<file path="src/design/lfu_pkg.sv">
package lfu_pkg;

  localparam logic OP_GET = 1'b0;
  localparam logic OP_PUT = 1'b1;

  localparam int unsigned KEY_W = 32;
  localparam int unsigned VAL_W = 32;
  localparam int unsigned CNT_W = 32;
  localparam int unsigned STP_W = 64;
  localparam int unsigned CAP_W = 5;

  localparam logic [CAP_W-1:0] CAP_RESET  = 5'd16;
  localparam logic [VAL_W-1:0] MISS_VALUE = {VAL_W{1'b1}};
  localparam logic [CNT_W-1:0] CNT_MAX    = {CNT_W{1'b1}};

  typedef struct packed {
    logic                    is_put;
    logic signed [KEY_W-1:0] key;
    logic signed [VAL_W-1:0] value;
  } req_t;

  typedef struct packed {
    logic                    hit;
    logic signed [VAL_W-1:0] read_value;
    logic                    evicted;
    logic signed [KEY_W-1:0] evicted_key;
  } rsp_t;

endpackage

</file>
<file path="src/design/lfu_if.sv">
interface lfu_req_if;
  logic               valid;
  logic               ready;
  logic               op;
  logic signed [31:0] key;
  logic signed [31:0] value;
  modport source (output valid, op, key, value, input ready);
  modport sink (input valid, op, key, value, output ready);
endinterface

interface lfu_rsp_if;
  logic               valid;
  logic               ready;
  logic               hit;
  logic signed [31:0] read_value;
  logic               evicted;
  logic signed [31:0] evicted_key;
  modport source (output valid, hit, read_value, evicted, evicted_key, input ready);
  modport sink (input valid, hit, read_value, evicted, evicted_key, output ready);
endinterface

interface lfu_cfg_if;
  logic       valid;
  logic       ready;
  logic [4:0] data;
  modport source (output valid, data, input ready);
  modport sink (input valid, data, output ready);
endinterface

</file>
<file path="src/design/lfu_cache_table_top.sv">
// The back end takes one request from the queue at a time, only in S_IDLE, and
// scans the entry memories one entry at a time (registered read in S_RD, then
// compare in S_CMP), then registers the result in S_EXEC, stalling while the last result is untaken.
// A two-entry request queue decouples the input from the scan.
// Reset (rst_n, synchronous, active low) empties the table and queue and sets capacity to 16.
module lfu_cache_table_top import lfu_pkg::*; #(
  parameter int ENTRIES = 16
) (
  input  logic      clk,
  input  logic      rst_n,
  lfu_req_if.sink   in_ch,
  lfu_rsp_if.source out_ch,
  lfu_cfg_if.sink   cfg_ch
);

  logic q_valid, q_ready;
  req_t q_req;

  lfu_front u_front (
    .clk     (clk),
    .rst_n   (rst_n),
    .in_ch   (in_ch),
    .q_valid (q_valid),
    .q_ready (q_ready),
    .q_req   (q_req)
  );

  lfu_back #(.ENTRIES(ENTRIES)) u_back (
    .clk     (clk),
    .rst_n   (rst_n),
    .q_valid (q_valid),
    .q_ready (q_ready),
    .q_req   (q_req),
    .cfg_ch  (cfg_ch),
    .out_ch  (out_ch)
  );

`ifndef SYNTHESIS
  a_push_queued: assert property (@(posedge clk) disable iff (!rst_n)
    in_ch.valid && in_ch.ready |=> q_valid)
    else $error("accepted request not queued");

  a_queue_hold: assert property (@(posedge clk) disable iff (!rst_n)
    q_valid && !q_ready |=> q_valid && $stable(q_req))
    else $error("queue head changed while stalled");
`endif

endmodule

</file>
<file path="src/design/lfu_front.sv">
module lfu_front import lfu_pkg::*; (
  input  logic        clk,
  input  logic        rst_n,
  lfu_req_if.sink     in_ch,
  output logic        q_valid,
  input  logic        q_ready,
  output req_t        q_req
);

  req_t       buf_r [2];
  logic       wp_r, rp_r;
  logic [1:0] cnt_r;
  logic       push, pop;
  req_t       req;

  assign in_ch.ready = (cnt_r != 2'd2);
  assign push        = in_ch.valid && in_ch.ready;
  assign pop         = q_valid && q_ready;
  assign q_valid     = (cnt_r != 2'd0);
  assign q_req       = buf_r[rp_r];

  always_comb begin
    req.is_put = (in_ch.op == OP_PUT);
    req.key    = in_ch.key;
    req.value  = in_ch.value;
  end

  always_ff @(posedge clk) begin
    if (!rst_n) begin
      wp_r  <= 1'b0;
      rp_r  <= 1'b0;
      cnt_r <= 2'd0;
    end else begin
      if (push) wp_r <= ~wp_r;
      if (pop) rp_r <= ~rp_r;
      cnt_r <= cnt_r + {1'b0, push} - {1'b0, pop};
    end
  end

  always_ff @(posedge clk) begin
    if (push) buf_r[wp_r] <= req;
  end

endmodule

</file>
<file path="src/design/lfu_back.sv">
module lfu_back import lfu_pkg::*; #(
  parameter int ENTRIES = 16
) (
  input  logic    clk,
  input  logic    rst_n,
  input  logic    q_valid,
  output logic    q_ready,
  input  req_t    q_req,
  lfu_cfg_if.sink cfg_ch,
  lfu_rsp_if.source out_ch
);

  localparam int IW = (ENTRIES > 1) ? $clog2(ENTRIES) : 1;
  localparam int OW = $clog2(ENTRIES + 1);
  localparam int CW = (OW > CAP_W) ? OW : CAP_W;

  typedef enum logic [1:0] {S_IDLE, S_RD, S_CMP, S_EXEC} state_t;

  state_t             state_r;
  logic [CAP_W-1:0]   cap_r;
  logic [ENTRIES-1:0] valid_r;
  logic [OW-1:0]      occ_r;
  logic [STP_W-1:0]   tc_r;
  logic [IW-1:0]      idx_r;
  req_t               req_r;

  logic [KEY_W-1:0] key_mem [ENTRIES];
  logic [VAL_W-1:0] val_mem [ENTRIES];
  logic [CNT_W-1:0] cnt_mem [ENTRIES];
  logic [STP_W-1:0] stp_mem [ENTRIES];

  logic [KEY_W-1:0] rd_key_r;
  logic [VAL_W-1:0] rd_val_r;
  logic [CNT_W-1:0] rd_cnt_r;
  logic [STP_W-1:0] rd_stp_r;

  logic             found_r, vic_any_r, free_any_r;
  logic [IW-1:0]    fidx_r, vidx_r, free_r;
  logic [VAL_W-1:0] fval_r;
  logic [CNT_W-1:0] fcnt_r, vcnt_r;
  logic [STP_W-1:0] vstp_r;
  logic [KEY_W-1:0] vkey_r;

  logic             out_valid_r;
  rsp_t             out_r;

  // execute-stage decode
  logic [CW-1:0]      cap_ext, cap_eff;
  logic               can_exec, do_evict, do_ins, slot_ok, we;
  logic [IW-1:0]      slot, waddr;
  logic [VAL_W-1:0]   wval;
  logic [CNT_W-1:0]   wcnt;
  logic               cur_v, better;
  logic [ENTRIES-1:0] valid_nxt;

  assign cfg_ch.ready = 1'b1;
  assign q_ready      = (state_r == S_IDLE);

  assign out_ch.valid       = out_valid_r;
  assign out_ch.hit         = out_r.hit;
  assign out_ch.read_value  = out_r.read_value;
  assign out_ch.evicted     = out_r.evicted;
  assign out_ch.evicted_key = out_r.evicted_key;

  assign cur_v  = valid_r[idx_r];
  assign better = !vic_any_r || (rd_cnt_r < vcnt_r) ||
                  ((rd_cnt_r == vcnt_r) && (rd_stp_r < vstp_r));

  always_comb begin
    cap_ext  = CW'(cap_r);
    cap_eff  = (cap_ext > CW'(ENTRIES)) ? CW'(ENTRIES) : cap_ext;
    can_exec = (state_r == S_EXEC) && (!out_valid_r || out_ch.ready);
    do_ins   = !found_r && req_r.is_put && (cap_eff != '0);
    do_evict = do_ins && (CW'(occ_r) >= cap_eff) && vic_any_r;
    slot_ok  = 1'b1;
    slot     = free_r;
    if (do_evict && (!free_any_r || vidx_r < free_r)) begin
      slot = vidx_r;
    end else if (!free_any_r) begin
      slot_ok = 1'b0;
    end
    we    = can_exec && (found_r || (do_ins && slot_ok));
    waddr = found_r ? fidx_r : slot;
    wval  = (found_r && !req_r.is_put) ? fval_r : req_r.value;
    wcnt  = !found_r ? CNT_W'(1) : ((fcnt_r == CNT_MAX) ? fcnt_r : fcnt_r + 1'b1);
    valid_nxt = valid_r;
    if (do_evict) valid_nxt[vidx_r] = 1'b0;
    if (do_ins && slot_ok) valid_nxt[slot] = 1'b1;
  end

  always_ff @(posedge clk) begin
    if (state_r == S_RD) begin
      rd_key_r <= key_mem[idx_r];
      rd_val_r <= val_mem[idx_r];
      rd_cnt_r <= cnt_mem[idx_r];
      rd_stp_r <= stp_mem[idx_r];
    end
    if (we) begin
      key_mem[waddr] <= req_r.key;
      val_mem[waddr] <= wval;
      cnt_mem[waddr] <= wcnt;
      stp_mem[waddr] <= tc_r;
    end
  end

  always_ff @(posedge clk) begin
    if (!rst_n) begin
      state_r     <= S_IDLE;
      cap_r       <= CAP_RESET;
      valid_r     <= '0;
      occ_r       <= '0;
      tc_r        <= '0;
      idx_r       <= '0;
      out_valid_r <= 1'b0;
      found_r     <= 1'b0;
      vic_any_r   <= 1'b0;
      free_any_r  <= 1'b0;
    end else begin
      if (cfg_ch.valid) cap_r <= cfg_ch.data;
      if (can_exec) out_valid_r <= 1'b1;
      else if (out_ch.ready) out_valid_r <= 1'b0;
      case (state_r)
        S_IDLE: begin
          if (q_valid) begin
            req_r      <= q_req;
            idx_r      <= '0;
            found_r    <= 1'b0;
            vic_any_r  <= 1'b0;
            free_any_r <= 1'b0;
            state_r    <= S_RD;
          end
        end
        S_RD: state_r <= S_CMP;
        S_CMP: begin
          if (cur_v && !found_r && (rd_key_r == req_r.key)) begin
            found_r <= 1'b1;
            fidx_r  <= idx_r;
            fval_r  <= rd_val_r;
            fcnt_r  <= rd_cnt_r;
          end
          if (cur_v && better) begin
            vic_any_r <= 1'b1;
            vidx_r    <= idx_r;
            vcnt_r    <= rd_cnt_r;
            vstp_r    <= rd_stp_r;
            vkey_r    <= rd_key_r;
          end
          if (!cur_v && !free_any_r) begin
            free_any_r <= 1'b1;
            free_r     <= idx_r;
          end
          if (idx_r == IW'(ENTRIES - 1)) begin
            state_r <= S_EXEC;
          end else begin
            idx_r   <= idx_r + 1'b1;
            state_r <= S_RD;
          end
        end
        S_EXEC: begin
          if (can_exec) begin
            out_r.hit          <= found_r;
            out_r.read_value   <= (found_r && !req_r.is_put) ? fval_r : MISS_VALUE;
            out_r.evicted      <= do_evict;
            out_r.evicted_key  <= do_evict ? vkey_r : '0;
            if (we) tc_r <= tc_r + 1'b1;
            valid_r <= valid_nxt;
            occ_r <= occ_r - OW'(do_evict) + OW'(!found_r && do_ins && slot_ok);
            state_r <= S_IDLE;
          end
        end
        default: state_r <= S_IDLE;
      endcase
    end
  end

endmodule

</file>
<file path="src/flat_wrapper.sv">
// flat-port wrapper written by rule: the top's interface ports become plain ports
module lfu_cache_table_top_flat import lfu_pkg::*;
#(
  parameter int ENTRIES = 16
)
  (clk, rst_n, in_ch_valid, in_ch_op, in_ch_key, in_ch_value, in_ch_ready, out_ch_valid, out_ch_hit, out_ch_read_value, out_ch_evicted, out_ch_evicted_key, out_ch_ready, cfg_ch_valid, cfg_ch_data, cfg_ch_ready);
  lfu_req_if in_ch_i ();
  lfu_rsp_if out_ch_i ();
  lfu_cfg_if cfg_ch_i ();
  input  logic clk;
  input  logic rst_n;
  input wire logic [$bits(in_ch_i.valid)-1:0] in_ch_valid;
  input wire logic [$bits(in_ch_i.op)-1:0] in_ch_op;
  input wire logic [$bits(in_ch_i.key)-1:0] in_ch_key;
  input wire logic [$bits(in_ch_i.value)-1:0] in_ch_value;
  output wire logic [$bits(in_ch_i.ready)-1:0] in_ch_ready;
  output wire logic [$bits(out_ch_i.valid)-1:0] out_ch_valid;
  output wire logic [$bits(out_ch_i.hit)-1:0] out_ch_hit;
  output wire logic [$bits(out_ch_i.read_value)-1:0] out_ch_read_value;
  output wire logic [$bits(out_ch_i.evicted)-1:0] out_ch_evicted;
  output wire logic [$bits(out_ch_i.evicted_key)-1:0] out_ch_evicted_key;
  input wire logic [$bits(out_ch_i.ready)-1:0] out_ch_ready;
  input wire logic [$bits(cfg_ch_i.valid)-1:0] cfg_ch_valid;
  input wire logic [$bits(cfg_ch_i.data)-1:0] cfg_ch_data;
  output wire logic [$bits(cfg_ch_i.ready)-1:0] cfg_ch_ready;
  assign in_ch_i.valid = in_ch_valid;
  assign in_ch_i.op = in_ch_op;
  assign in_ch_i.key = in_ch_key;
  assign in_ch_i.value = in_ch_value;
  assign in_ch_ready = in_ch_i.ready;
  assign out_ch_valid = out_ch_i.valid;
  assign out_ch_hit = out_ch_i.hit;
  assign out_ch_read_value = out_ch_i.read_value;
  assign out_ch_evicted = out_ch_i.evicted;
  assign out_ch_evicted_key = out_ch_i.evicted_key;
  assign out_ch_i.ready = out_ch_ready;
  assign cfg_ch_i.valid = cfg_ch_valid;
  assign cfg_ch_i.data = cfg_ch_data;
  assign cfg_ch_ready = cfg_ch_i.ready;
  lfu_cache_table_top #(.ENTRIES(ENTRIES)) u_core (.clk(clk), .rst_n(rst_n), .in_ch(in_ch_i), .out_ch(out_ch_i), .cfg_ch(cfg_ch_i));
endmodule
</file>
<file path="config.mk">
export PLATFORM = sky130hd
export DESIGN_NAME = lfu_cache_table_top_flat
export DESIGN_NICKNAME = d
export VERILOG_FILES = /design/src/design/lfu_pkg.sv /design/src/design/lfu_if.sv /design/src/design/lfu_cache_table_top.sv /design/src/design/lfu_front.sv /design/src/design/lfu_back.sv /design/src/flat_wrapper.sv
export SDC_FILE = /design/constraint.sdc
export NUM_CORES = 2
export LEC_CHECK = 0
export CORE_MARGIN = 8
export CORE_UTILIZATION = 35
export DETAILED_ROUTE_END_ITERATION = 10
export DONT_BUFFER_PORTS = 1
export GPL_TIMING_DRIVEN = 0
export PLACE_DENSITY_LB_ADDON = 0.3
export SETUP_SLACK_MARGIN = 0.05
export SYNTH_ARGS = -nofsm -noshare
export SYNTH_HDL_FRONTEND = slang
export SYNTH_SLANG_ARGS = --single-unit
</file>
<file path="constraint.sdc">
create_clock -name clk -period 11.75 [get_ports clk]
set_input_delay 1.175 -clock clk [delete_from_list [all_inputs] [get_ports clk]]
set_output_delay 1.175 -clock clk [all_outputs]
set_load 0.02 [all_outputs]
</file>
==> summary.md <==
| Metric | Value |
|---|---|
| Remaining antenna violation count | `0` |
| Slew Limit Fails | `11` |
| Post-Synth Adder-Cell Area | `1.14%` |
| GRT Overall Usage | `16.6%` |
| Fin util | `41.0%` |
| Largest net degree at the start of global routing | `52` |
| Post CTS Setup Buffer Count | `0` |
| Crit path kind | `register to register` |
| Top post-synthesis cells by count | `3185 x edfxtp_1, 805 x mux4_2, 161 x clkbuf_1, 127 x nor2_1, 126 x inv_1` |
| Max cap viols | `1` |
| Pre-CTS WS | `6.05 ns` |
| Die span in x | `614 um` |
| Fin crit share | `47.9%` |
| WL final | `322000 um` |
| Port Buffers | `0` |
| Clk root buf | `clkbuf_16` |
| Post-Synth XOR/XNOR Area | `0.692%` |
| Count leader, synth | `edfxtp_1` |
| Top post-synthesis cells by area | `edfxtp_1 76%, mux4_2 14%, dfxtp_1 1.7%` |
| Seq pwr share | `53.1%` |
| RSZ-0062 raised after global routing | `false` |
| Tot Pwr | `25.4 mW` |
| Hold Crit Class | `input pin to register` |
| Dominant synthesized flop cell | `edfxtp_1` |
| Row Count | `219` |
| First DRT Iteration DRCs | `6126` |
| Worst-skew pair later-pin latency | `0.90 ns` |
| Synth Instances | `5575` |
| Combinational Power Share | `6.3%` |
| Final non-filler cell total | `11100` |
| Hold Vio Cnt, Final | `0` |
| Post-Place Cell Area | `136000 sq um` |
| CP Launch Type | `register` |
| # nets final | `6299` |
| Syn Area/Cell | `22.5 sq um` |
| Gpl congestion | `0.773` |
| CTS tree | `done` |
| I/O Pins | `144` |
| Vias in the first global route | `61700` |
| Fmax | `0.178 GHz` |
| Core box area | `356000 sq um` |
| Routed len/inst | `28.9 um` |
| Yosys cell types | `73` |
| Yosys top cell by area | `edfxtp_1` |
| Final Critical Period | `5.62 ns` |
| Sequential area share after synthesis | `78.0%` |
| Share of layout cells above drive strength 1 | `25.6%` |
| FFs w/ async S/R, synth | `0%` |
| Static Leakage | `44.3 nW` |
| Post-synthesis register bit count | `3289` |
| Sw frac | `22.1%` |
| Synth-to-layout area growth | `16.6%` |
| Dpl hpwl | `207000 um` |
| Setup violations, final | `0` |
| PnR worst setup slack | `6.13 ns` |
| CTS HTree Levels | `5` |
| Slew HR | `-6.48%` |
| Mapped cell area | `125000 sq um` |
| Final Instance Area | `146000 sq um` |
| Outcome | `complete, but fails checks` |
| Clk network pwr share | `40.7%` |
| DR vias | `59400` |
| Clock-pin slew on the worst setup and hold paths | `0.06 ns` |
| Die area | `378000 sq um` |
| Global-route wire length before repair | `456000 um` |
| Post-synth EDFFs | `3185` |
| Mux cell area share after synthesis | `15.4%` |
| Clk sinks | `3289` |
| CP arrival | `6.17 ns` |
| GR Overflow Total | `0` |
| Routed vias/inst | `5.33` |
| Synthesized Nets | `5764` |
| Failing checks | `max-capacitance violations, max-slew violations` |
| Post-Synth Simple-Gate Area | `2.42%` |
| Die H | `614 um` |
| Setup TNS | `0 ns` |
| Syn. warnings | `0` |
| Critical Path RT | `12.30 ns` |
| Max Buffers Root-to-Sink | `4` |
| DRC violations left | `0` |
| Initial antenna violation count | `24` |
| Top cell type's share of synthesized area | `76.3%` |
| Internal Pwr Total | `19.8 mW` |
| Endpoint class of the critical path | `register` |
| CP Max Fanout | `20` |
| Placed cell count | `10500` |
| Compound-Gate Fraction of Synth Area | `1.19%` |
| Switch Pwr | `5.61 mW` |
| Power Density | `174 nW/um^2` |
| Peak supply drop | `0.139 mV` |
| Cts hold-fix bufs | `0` |
| Worst slew pin tran | `1.60 ns` |
| CTS resizes | `0` |
| WHS | `0.383 ns` |
| Num CTS Buffers | `338` |
| Drt first pass iters | `6` |
| Initial Utilization | `35.2%` |
| Largest family of logic cells by synthesized area | `multiplexers` |
| FILL cells | `31100` |
| Setup Skew | `0.0546 ns` |
critical path, stage by stage, from the launching register on:
cell,delay (ns)
edfxtp_1,0.32
clkbuf_1,0.92
and3_1,0.29
clkbuf_2,0.57
a21boi_0,0.40
nor2_1,0.60
nand3b_1,0.46
nor2_4,0.77
buf_12,0.27
buf_16,0.19
buf_12,0.20
buf_12,0.22
cells by family after synthesis:
kind of cell | count (synthesis)
AO/OA/AOI/OAI | 224
XOR/XNOR | 99
adder cells (fa/ha/maj) | 114
buffers and inverters | 375
flip-flops | 3289
multiplexers | 915
other | 1
AND/OR/NAND/NOR | 558
power by group through the flow:
stage	registers, mW	logic [mW]	clock network, mW
CTS	13.5	1.63	10.5
finish	13.5	1.59	10.3
floorplan	13.7	0.984	0
global placement	13.9	1.52	0
detailed placement	13.7	1.62	0
global route	13.5	1.71	11.0
state kept, by name, summed over array words and instances, names as in the netlist, 64 cells and up:
name	count
u_core.u_back.tc_r	64
u_core.u_front.buf_r	130
u_core.u_back.key_mem	512
u_core.u_back.vstp_r	64
u_core.u_back.req_r	65
u_core.u_back.cnt_mem	512
u_core.u_back.val_mem	512
u_core.u_back.rd_stp_r	64
u_core.u_back.stp_mem	1024
layout make-up:
| type | count | area (sq um) | area share, % |
|---|---|---|---|
| antenna | 11 | 27.5 | 0.0188 |
| buffer | 248 | 985 | 0.674 |
| inverter | 127 | 477 | 0.326 |
| timing repair buffer | 195 | 4080 | 2.79 |
| tap | 4751 | 5940 | 4.07 |
| clock buffer | 427 | 8960 | 6.13 |
| sequential | 3289 | 97700 | 66.9 |
| clock inverter | 174 | 1560 | 1.07 |
| multi-input combinational | 1911 | 26400 | 18.0 |
placed cells by master, fill, tap and decap left out, types with 62 or more instances in the layout:
master	count
edfxtp_1	3185
mux4_2	805
clkbuf_16	343
clkbuf_1	224
buf_12	135
inv_1	126
ha_1	113
nor2_1	107
dfxtp_1	104
mux2_2	98
nand2_1	89
clkinv_1	74
nand4_1	69
buf_1	66
a21oi_1	62
path summary, 6_finish.rpt:
path / from / endpoint / slack [ns] / cells after the start
worst max-delay path: u_core.u_back.req_r[64] / u_core.u_back.val_mem[8][12] / 6.13 / 11
worst min-delay path: in_ch_value[22] / u_core.u_front.buf_r[1][22] / 0.38 / 0
worst max register to register: u_core.u_back.req_r[64] / u_core.u_back.val_mem[8][12] / 6.13 / 11
worst min register to register: u_core.u_back.rd_val_r[11] / u_core.u_back.fval_r[11] / 0.42 / 0
layer usage:
metal,up-vias,track usage [%],wire [um]
met5,-,0,27
met4,4,4.13,7730
met3,468,2.53,20100
met2,2107,28.9,164000
met1,32200,21.8,130000
li1,24600,-,-
Power figures use the tool's default switching activity.
